**config.mk**
```make
export PLATFORM = sky130hd
export DESIGN_NAME = crank_tooth_period_rpm_tracker_top
export DESIGN_NICKNAME = d
export VERILOG_FILES = /design/src/design/ctprt_pkg.sv /design/src/design/crank_tooth_period_rpm_tracker_top.sv
export SDC_FILE = /design/constraint.sdc
export NUM_CORES = 2
export LEC_CHECK = 0
export BUFFER_PORTS_ARGS = -buffer_cell sky130_fd_sc_hd__buf_2
export CORE_MARGIN = 2
export CORE_UTILIZATION = 44
export CTS_CLUSTER_DIAMETER = 50
export DETAILED_ROUTE_END_ITERATION = 8
export SLEW_MARGIN = 20
export SYNTH_ARGS = -nofsm -noshare
export SYNTH_HDL_FRONTEND = slang
export SYNTH_SLANG_ARGS = --single-unit
export TNS_END_PERCENT = 50
```
**constraint.sdc**
```tcl
create_clock -name clock -period 7.5 [get_ports clock]
set_input_delay 1.125 -clock clock [delete_from_list [all_inputs] [get_ports clock]]
set_output_delay 1.125 -clock clock [all_outputs]
set_load 0.01 [all_outputs]
```
**src/design/ctprt_pkg.sv**
```systemverilog
`timescale 1ns / 1ps
// ----------------------------------------------------------------------------
// ctprt_pkg
// Constants and register codes for the crank tooth period and speed tracker.
// ----------------------------------------------------------------------------
package ctprt_pkg;

   // capture counter and field widths
   localparam int COUNTER_WIDTH = 16;
   localparam int PERIOD_W      = 24;
   localparam int RPM_W         = 16;
   localparam int TOOTH_W       = 16;
   localparam int SHIFT_W       = 3;
   localparam int CLOCK_W       = 27;
   localparam int CSR_INDEX_W   = 2;
   localparam int CSR_DATA_W    = CLOCK_W;

   // shifted tick count and scaled numerator
   localparam int TICKS_SH_W    = COUNTER_WIDTH + (1 << SHIFT_W) - 1;
   localparam int US_SCALE_W    = 20;
   localparam int MUL_A_W       = (TICKS_SH_W > PERIOD_W) ? TICKS_SH_W : PERIOD_W;
   localparam int MUL_B_W       = (US_SCALE_W > TOOTH_W) ? US_SCALE_W : TOOTH_W;
   localparam int PROD_W        = MUL_A_W + MUL_B_W;

   // shared divider
   localparam int DVD_W         = TICKS_SH_W + US_SCALE_W;
   localparam int DVS_W         = PERIOD_W + TOOTH_W;
   localparam int REM_W         = DVS_W + 1;
   localparam int RPM_Q_W       = 26;
   localparam int DIV_CNT_W     = $clog2(DVD_W + 1);

   localparam logic [DIV_CNT_W-1:0] PERIOD_STEPS = DIV_CNT_W'(DVD_W);
   localparam logic [DIV_CNT_W-1:0] RPM_STEPS    = DIV_CNT_W'(RPM_Q_W);

   localparam logic [US_SCALE_W-1:0] US_PER_SECOND = US_SCALE_W'(1000000);
   localparam logic [RPM_Q_W-1:0]    US_PER_MINUTE = RPM_Q_W'(60000000);
   localparam logic [RPM_W-1:0]      RPM_MAX       = 16'hFFFF;
   localparam logic [RPM_W-1:0]      RPM_SYNC_LOW  = 16'd100;
   localparam logic [RPM_W-1:0]      RPM_SYNC_HIGH = 16'd10000;
   localparam logic [PERIOD_W-1:0]   PERIOD_MAX    = 24'hFFFFFF;

   // register reset values
   localparam logic [TOOTH_W-1:0]       TEETH_RESET   = 16'd36;
   localparam logic [COUNTER_WIDTH-1:0] MODULUS_RESET = 16'hFFFF;
   localparam logic [SHIFT_W-1:0]       SHIFT_RESET   = 3'd0;
   localparam logic [CLOCK_W-1:0]       CLOCK_RESET   = 27'd60000000;

   // register indexes
   localparam logic [CSR_INDEX_W-1:0] CSR_TEETH_PER_REV   = 2'd0;
   localparam logic [CSR_INDEX_W-1:0] CSR_COUNTER_MODULUS = 2'd1;
   localparam logic [CSR_INDEX_W-1:0] CSR_PRESCALE_SHIFT  = 2'd2;
   localparam logic [CSR_INDEX_W-1:0] CSR_BUS_CLOCK_HZ    = 2'd3;

   localparam int RSP_FIELDS_W = PERIOD_W + RPM_W + TOOTH_W + 1 + RPM_W;
   localparam int RSP_DATA_W   = ((RSP_FIELDS_W + 7) / 8) * 8;

endpackage

```
**src/design/crank_tooth_period_rpm_tracker_top.sv**
```systemverilog
`timescale 1ns / 1ps
// Each input transfer passes through a multiply, the period divide steps, a multiply,
// the speed divide steps and a load into the output register. A new input is taken
// only in idle, after the last result is loaded; the single shared restoring divider sets the pace.
// Fewer cycles when the timer clock, period or tooth count is zero; more while a
// finished result waits for the output register. Reset (synchronous, active high)
// restores register defaults, clears capture, tooth index, sync and output valid.
// ----------------------------------------------------------------------------
// crank_tooth_period_rpm_tracker_top
// Tooth period in microseconds, engine speed, tooth index and sync tracking
// from crank tooth capture values, using one shared multiplier and divider.
// ----------------------------------------------------------------------------
module crank_tooth_period_rpm_tracker_top (
   input  logic                                  clock,
   input  logic                                  reset,
   // capture_value [15:0]
   input  logic [ctprt_pkg::COUNTER_WIDTH-1:0]   req_tdata,
   input  logic                                  req_tvalid,
   output logic                                  req_tready,
   // period_us [23:0], rpm_raw [39:24], tooth_index [55:40], sync_locked [56],
   // rpm_reported [72:57], zero [79:73]
   output logic [ctprt_pkg::RSP_DATA_W-1:0]      rsp_tdata,
   output logic                                  rsp_tvalid,
   input  logic                                  rsp_tready,
   input  logic                                  csr_wr_en,
   input  logic [ctprt_pkg::CSR_INDEX_W-1:0]     csr_index,
   input  logic [ctprt_pkg::CSR_DATA_W-1:0]      csr_wdata
);
   import ctprt_pkg::*;

   typedef enum logic [2:0] {
      ST_IDLE,
      ST_MUL_PERIOD,
      ST_DIV_PERIOD,
      ST_MUL_RPM,
      ST_DIV_RPM,
      ST_DONE
   } state_type;

   state_type                state_ff, state_in;

   logic [TOOTH_W-1:0]       teeth_ff, teeth_in;
   logic [COUNTER_WIDTH-1:0] modulus_ff, modulus_in;
   logic [SHIFT_W-1:0]       shift_ff, shift_in;
   logic [CLOCK_W-1:0]       clock_hz_ff, clock_hz_in;

   logic [COUNTER_WIDTH-1:0] prev_ff, prev_in;
   logic [TOOTH_W-1:0]       tooth_ff, tooth_in;
   logic                     sync_ff, sync_in;

   logic [COUNTER_WIDTH-1:0] ticks_ff, ticks_in;
   logic [PERIOD_W-1:0]      period_ff, period_in;
   logic [RPM_W-1:0]         rpm_ff, rpm_in;

   logic [DVD_W-1:0]         dvd_ff, dvd_in;
   logic [DVS_W-1:0]         dvs_ff, dvs_in;
   logic [REM_W-1:0]         rem_ff, rem_in;
   logic [DIV_CNT_W-1:0]     cnt_ff, cnt_in;

   logic [RSP_DATA_W-1:0]    rsp_data_ff, rsp_data_in;
   logic                     rsp_valid_ff, rsp_valid_in;

   // tick distance
   logic [COUNTER_WIDTH+1:0] span;
   logic [COUNTER_WIDTH-1:0] ticks_new;
   logic [TOOTH_W-1:0]       tooth_next;

   // shared multiplier
   logic [MUL_A_W-1:0]       mul_a;
   logic [MUL_B_W-1:0]       mul_b;
   logic [PROD_W-1:0]        prod;
   logic [TICKS_SH_W-1:0]    ticks_sh;

   // shared divider step
   logic [REM_W-1:0]         rem_sh;
   logic                     q_bit;
   logic [DVD_W-1:0]         dvd_step;
   logic [REM_W-1:0]         rem_step;
   logic                     div_last;

   logic [RPM_W-1:0]         rpm_sat;
   logic                     sync_next;

   assign req_tready = (state_ff == ST_IDLE);
   assign rsp_tdata  = rsp_data_ff;
   assign rsp_tvalid = rsp_valid_ff;

   always_comb begin
      span = {2'b00, modulus_ff} + (COUNTER_WIDTH+2)'(1) + {2'b00, req_tdata};
      if (req_tdata >= prev_ff) begin
         ticks_new = req_tdata - prev_ff;
      end else if (span < {2'b00, prev_ff}) begin
         ticks_new = '0;
      end else begin
         ticks_new = COUNTER_WIDTH'(span - {2'b00, prev_ff});
      end
      tooth_next = tooth_ff + TOOTH_W'(1);
      if (tooth_next >= teeth_ff) begin
         tooth_next = '0;
      end
   end

   always_comb begin
      ticks_sh = TICKS_SH_W'(ticks_ff) << shift_ff;
      if (state_ff == ST_MUL_PERIOD) begin
         mul_a = MUL_A_W'(ticks_sh);
         mul_b = MUL_B_W'(US_PER_SECOND);
      end else begin
         mul_a = MUL_A_W'(period_ff);
         mul_b = MUL_B_W'(teeth_ff);
      end
      prod = PROD_W'(mul_a) * PROD_W'(mul_b);
   end

   // one restoring step: shift in the next dividend bit, subtract when it fits
   always_comb begin
      rem_sh   = {rem_ff[REM_W-2:0], dvd_ff[DVD_W-1]};
      q_bit    = (rem_sh >= {1'b0, dvs_ff});
      rem_step = q_bit ? (rem_sh - {1'b0, dvs_ff}) : rem_sh;
      dvd_step = {dvd_ff[DVD_W-2:0], q_bit};
      div_last = (cnt_ff == DIV_CNT_W'(1));
   end

   always_comb begin
      if (dvd_step[DVD_W-1:RPM_W] != '0) begin
         rpm_sat = RPM_MAX;
      end else begin
         rpm_sat = dvd_step[RPM_W-1:0];
      end
      sync_next = sync_ff || ((rpm_ff > RPM_SYNC_LOW) && (rpm_ff < RPM_SYNC_HIGH));
   end

   always_comb begin
      state_in     = state_ff;
      teeth_in     = teeth_ff;
      modulus_in   = modulus_ff;
      shift_in     = shift_ff;
      clock_hz_in  = clock_hz_ff;
      prev_in      = prev_ff;
      tooth_in     = tooth_ff;
      sync_in      = sync_ff;
      ticks_in     = ticks_ff;
      period_in    = period_ff;
      rpm_in       = rpm_ff;
      dvd_in       = dvd_ff;
      dvs_in       = dvs_ff;
      rem_in       = rem_ff;
      cnt_in       = cnt_ff;
      rsp_data_in  = rsp_data_ff;
      rsp_valid_in = rsp_valid_ff;

      if (csr_wr_en) begin
         case (csr_index)
            CSR_TEETH_PER_REV:   teeth_in    = csr_wdata[TOOTH_W-1:0];
            CSR_COUNTER_MODULUS: modulus_in  = csr_wdata[COUNTER_WIDTH-1:0];
            CSR_PRESCALE_SHIFT:  shift_in    = csr_wdata[SHIFT_W-1:0];
            CSR_BUS_CLOCK_HZ:    clock_hz_in = csr_wdata[CLOCK_W-1:0];
            default: ;
         endcase
      end

      if (rsp_valid_ff && rsp_tready) begin
         rsp_valid_in = 1'b0;
      end

      case (state_ff)
         ST_IDLE: begin
            if (req_tvalid) begin
               ticks_in = ticks_new;
               prev_in  = req_tdata;
               tooth_in = tooth_next;
               state_in = ST_MUL_PERIOD;
            end
         end
         ST_MUL_PERIOD: begin
            if (clock_hz_ff == '0) begin
               period_in = '0;
               state_in  = ST_MUL_RPM;
            end else begin
               dvd_in   = prod[DVD_W-1:0];
               dvs_in   = DVS_W'(clock_hz_ff);
               rem_in   = '0;
               cnt_in   = PERIOD_STEPS;
               state_in = ST_DIV_PERIOD;
            end
         end
         ST_DIV_PERIOD: begin
            dvd_in = dvd_step;
            rem_in = rem_step;
            cnt_in = cnt_ff - DIV_CNT_W'(1);
            if (div_last) begin
               if (dvd_step[DVD_W-1:PERIOD_W] != '0) begin
                  period_in = PERIOD_MAX;
               end else begin
                  period_in = dvd_step[PERIOD_W-1:0];
               end
               state_in = ST_MUL_RPM;
            end
         end
         ST_MUL_RPM: begin
            if ((period_ff == '0) || (teeth_ff == '0)) begin
               rpm_in   = '0;
               state_in = ST_DONE;
            end else begin
               // dividend sits at the top so the quotient lands after fewer steps
               dvd_in   = {US_PER_MINUTE, (DVD_W-RPM_Q_W)'(0)};
               dvs_in   = prod[DVS_W-1:0];
               rem_in   = '0;
               cnt_in   = RPM_STEPS;
               state_in = ST_DIV_RPM;
            end
         end
         ST_DIV_RPM: begin
            dvd_in = dvd_step;
            rem_in = rem_step;
            cnt_in = cnt_ff - DIV_CNT_W'(1);
            if (div_last) begin
               rpm_in   = rpm_sat;
               state_in = ST_DONE;
            end
         end
         ST_DONE: begin
            // hold until the output register is free
            if (!rsp_valid_ff || rsp_tready) begin
               sync_in     = sync_next;
               rsp_data_in = RSP_DATA_W'({
                  (sync_next ? rpm_ff : RPM_W'(0)),
                  sync_next,
                  tooth_ff,
                  rpm_ff,
                  period_ff});
               rsp_valid_in = 1'b1;
               state_in     = ST_IDLE;
            end
         end
         default: state_in = ST_IDLE;
      endcase
   end

   always_ff @(posedge clock) begin
      if (reset) begin
         state_ff     <= ST_IDLE;
         teeth_ff     <= TEETH_RESET;
         modulus_ff   <= MODULUS_RESET;
         shift_ff     <= SHIFT_RESET;
         clock_hz_ff  <= CLOCK_RESET;
         prev_ff      <= '0;
         tooth_ff     <= '0;
         sync_ff      <= 1'b0;
         rsp_valid_ff <= 1'b0;
      end else begin
         state_ff     <= state_in;
         teeth_ff     <= teeth_in;
         modulus_ff   <= modulus_in;
         shift_ff     <= shift_in;
         clock_hz_ff  <= clock_hz_in;
         prev_ff      <= prev_in;
         tooth_ff     <= tooth_in;
         sync_ff      <= sync_in;
         rsp_valid_ff <= rsp_valid_in;
      end
      ticks_ff    <= ticks_in;
      period_ff   <= period_in;
      rpm_ff      <= rpm_in;
      dvd_ff      <= dvd_in;
      dvs_ff      <= dvs_in;
      rem_ff      <= rem_in;
      cnt_ff      <= cnt_in;
      rsp_data_ff <= rsp_data_in;
   end

endmodule
```
==> results.yml <==
cts:
  cts.sinks: 357
  clock_latency_ps: 610
  cts_hold_buf: 0
  clockBufferDepth: 3
  clockRootBuffer: "clkbuf_16"
  clk_pin_slew_worst_paths_ps: 60
  numCtsBuffers: 50
  tritoncts: "yes"
  cts_htree_levels: 2
worst_setup_path:
  critPathBufInv: 8
  endpoint_kind: "flip-flop"
  arrival_ps: 7940
  crit_fanout: 6
  r2r-end: "dvd_ff[39]"
  cp-start-kind: "flip-flop"
  slowest_delay_ps: 570
  slowest_stage: "fa_1"
  cp-endpoint: "dvd_ff[39]"
  critPathRequiredTime_ps: 7840
  rrSetupSlack_ps: -100
  r2r-start: "shift_ff[1]"
  crit_cells: 31
  startpoint: "shift_ff[1]"
  criticalPathCategory: "flip-flop to flip-flop"
  reg2reg_depth: 31
  critPathTopFamily: "adder cells"
  crit_top_cell: "fa_1"
floorplanning:
  die_h_microns: 285
  io_pins: 132
  design.die.area_sq_um: 81500
  start_util_pct: 44.3
  fp.dieW_microns: 285
  rows: 103
  core_sq_um: 78700
synthesis:
  synth_seq_area_share_pct: 27.9
  yosysTopAreaCellShare_pct: 22.2
  async_flop_share_pct: 0
  synth.distinct_cells: 95
  netlist_area_sq_um: 34900
  ys_warn_count: 0
  avgSynthCellArea_sq_um: 9.39
  synth_top_cell_by_area: "edfxtp_1"
  ys_ff_latch: 357
  syn-instance-count: 3711
  synth_edf_count: 258
  synth_area_leaders: "edfxtp_1 22%, fa_1 22%, ha_1 9.3%"
  ys.flop_type: "edfxtp_1"
outcome:
  violations: "setup timing"
  status: "finished with violations"
grt:
  grt_util_all_layers_pct: 26.6
  grt_first_pass_wirelength_microns: 167000
  grt_pass1_vias: 28917
  antenna_found_initial: 4
  grt_max_degree: 84
  grt_overflow: 0
timing:
  hold_viol: 0
  drv_slew: 0
  skew_ps: 35.9
  worst_slack_ps: -97.0
  worst_pin_slew_ps: 1060
  max_freq_ghz: 0.132
  timing.final.crit_share_pct: 101
  layout_min_cycle_time_ps: 7600
  rsz0062_at_grt: "yes"
  slew_headroom_pct: 28.9
  finalSetupViolCount: 16
place:
  dp_hpwl_microns: 84700
  dpl_cell_area_sq_um: 38700
  gp_congestion: 0.964
  port_buffers: 124
routing:
  dr.pass1.iters: 5
  vias: 28283
  wl_per_cell_microns: 20.8
  drtAntennaViolNets: 0
  wirelength_microns: 108000
  top_layer_used: "met5"
  route.met2.wl_microns: 50800
  via_per_inst: 5.46
  drc_errors: 0
  met3_length_microns: 7890
  drt_iter0_markers: 2049
  wl_met1_microns: 44400
final_layout:
  final_cell_mix: "502 x inv_1, 453 x nand2_1, 352 x fa_1"
  nets: 4787
  fin_area_sq_um: 42300
  drive_gt1_share_pct: 21.9
  area_delta_synth_final_pct: 21.4
  layout_commonest_cell: "inv_1"
worst_hold_path:
  holdCritStartpoint: "prev_ff[11]"
  hp-class: "flip-flop to flip-flop"
flow_run:
  max_cap_violations: 0
## timing repair
action	CTS	global route
gates resized for setup	161	192
buffers inserted	29	24
setup endpoints to repair	49	52
pin swaps	106	125
gates cloned	2	1
## how the worst min path moves through the flow
stage	end	slack, ps	cells after the start
global route	prev_ff[11]	470	2
detailed placement	prev_ff[10]	450	2
CTS	prev_ff[10]	450	2
global placement	prev_ff[10]	440	2
floorplan	prev_ff[10]	440	2
finish	prev_ff[11]	450	2
## registers in the layout (all words and copies together), names as in the netlist, 24 cells and up
register	flops
period_ff	24
rem_ff	40
dvd_ff	43
clock_hz_ff	27
dvs_ff	40
rsp_tdata	73
## per-layer routing
layer  track usage [%]  up-vias
met4              9.78        2
li1                  -    13137
met3              4.39      224
met1              34.8    13934
met2              44.3      986
met5                 0        -
## Yosys cell counts (all sizes together), types with 35 or more instances
cell type	instances
ha	259
fa	387
a21oi	220
inv	534
edfxtp	258
a22o	35
mux2i	42
and3	188
nor2	266
clkbuf	149
nand2	468
nand3	49
nor2b	41
dfxtp	99
xor2	43
xnor2	95
o21ai	94
nor3	37
a21o	55
## final cells by class
class                      instances  area, sq um
fill                            7139        36400
multi-input combinational       2656        24000
sequential                       357         9730
timing repair buffer             491         3630
inverter                         535         2020
clock buffer                      63         1370
tap                             1050         1310
clock inverter                    27          294
antenna                            1         2.50
## worst register-to-register path: cells and delay by family (launching register included)
| kind | cells | cell delay [ps] |
|---|---|---|
| DFF | 1 | 370 |
| buffers and inverters | 8 | 670 |
| adders and majority gates | 8 | 3930 |
| and+or+nand+nor | 5 | 460 |
| xor gates and xnor gates | 1 | 160 |
| muxes | 2 | 350 |
| AOI/OAI and AO/OA | 7 | 1420 |
## per-stage QoR
| stage | instances | TNS [ps] | hold WS (ps) | worst slack (ps) | util, % |
|---|---|---|---|---|---|
| after CTS | 5157 | -46.5 | 454 | -34.4 | 52.5 |
| after global placement | 5036 | -9130 | 442 | -369 | 49.1 |
| after floorplan | 3721 | 0 | 436 | 0.120 | - |
| after global routing | 5179 | -7360 | 469 | -327 | 53.8 |
| final | 5180 | -657 | 451 | -97.0 | 53.8 |
| after detailed placement | 5036 | -13650 | 447 | -486 | 49.1 |
## logic make-up (layout without fill, tap and decap cells)
kind of cell | after synthesis | in the layout | synth area share (%)
XOR/XNOR | 138 | 138 | 3.47
flip-flops | 357 | 357 | 27.9
other | 1 | 12 | 0.0108
AO/OA/AOI/OAI | 570 | 570 | 10.5
AND/OR/NAND/NOR | 1216 | 1216 | 16.6
buffers and inverters | 708 | 1116 | 7.79
adder cells (fa/ha/maj) | 647 | 647 | 31.5
multiplexers | 74 | 74 | 2.24
Power is not shown: default switching activity piles up to over one toggle a cycle in this logic, so the estimate is an artifact.
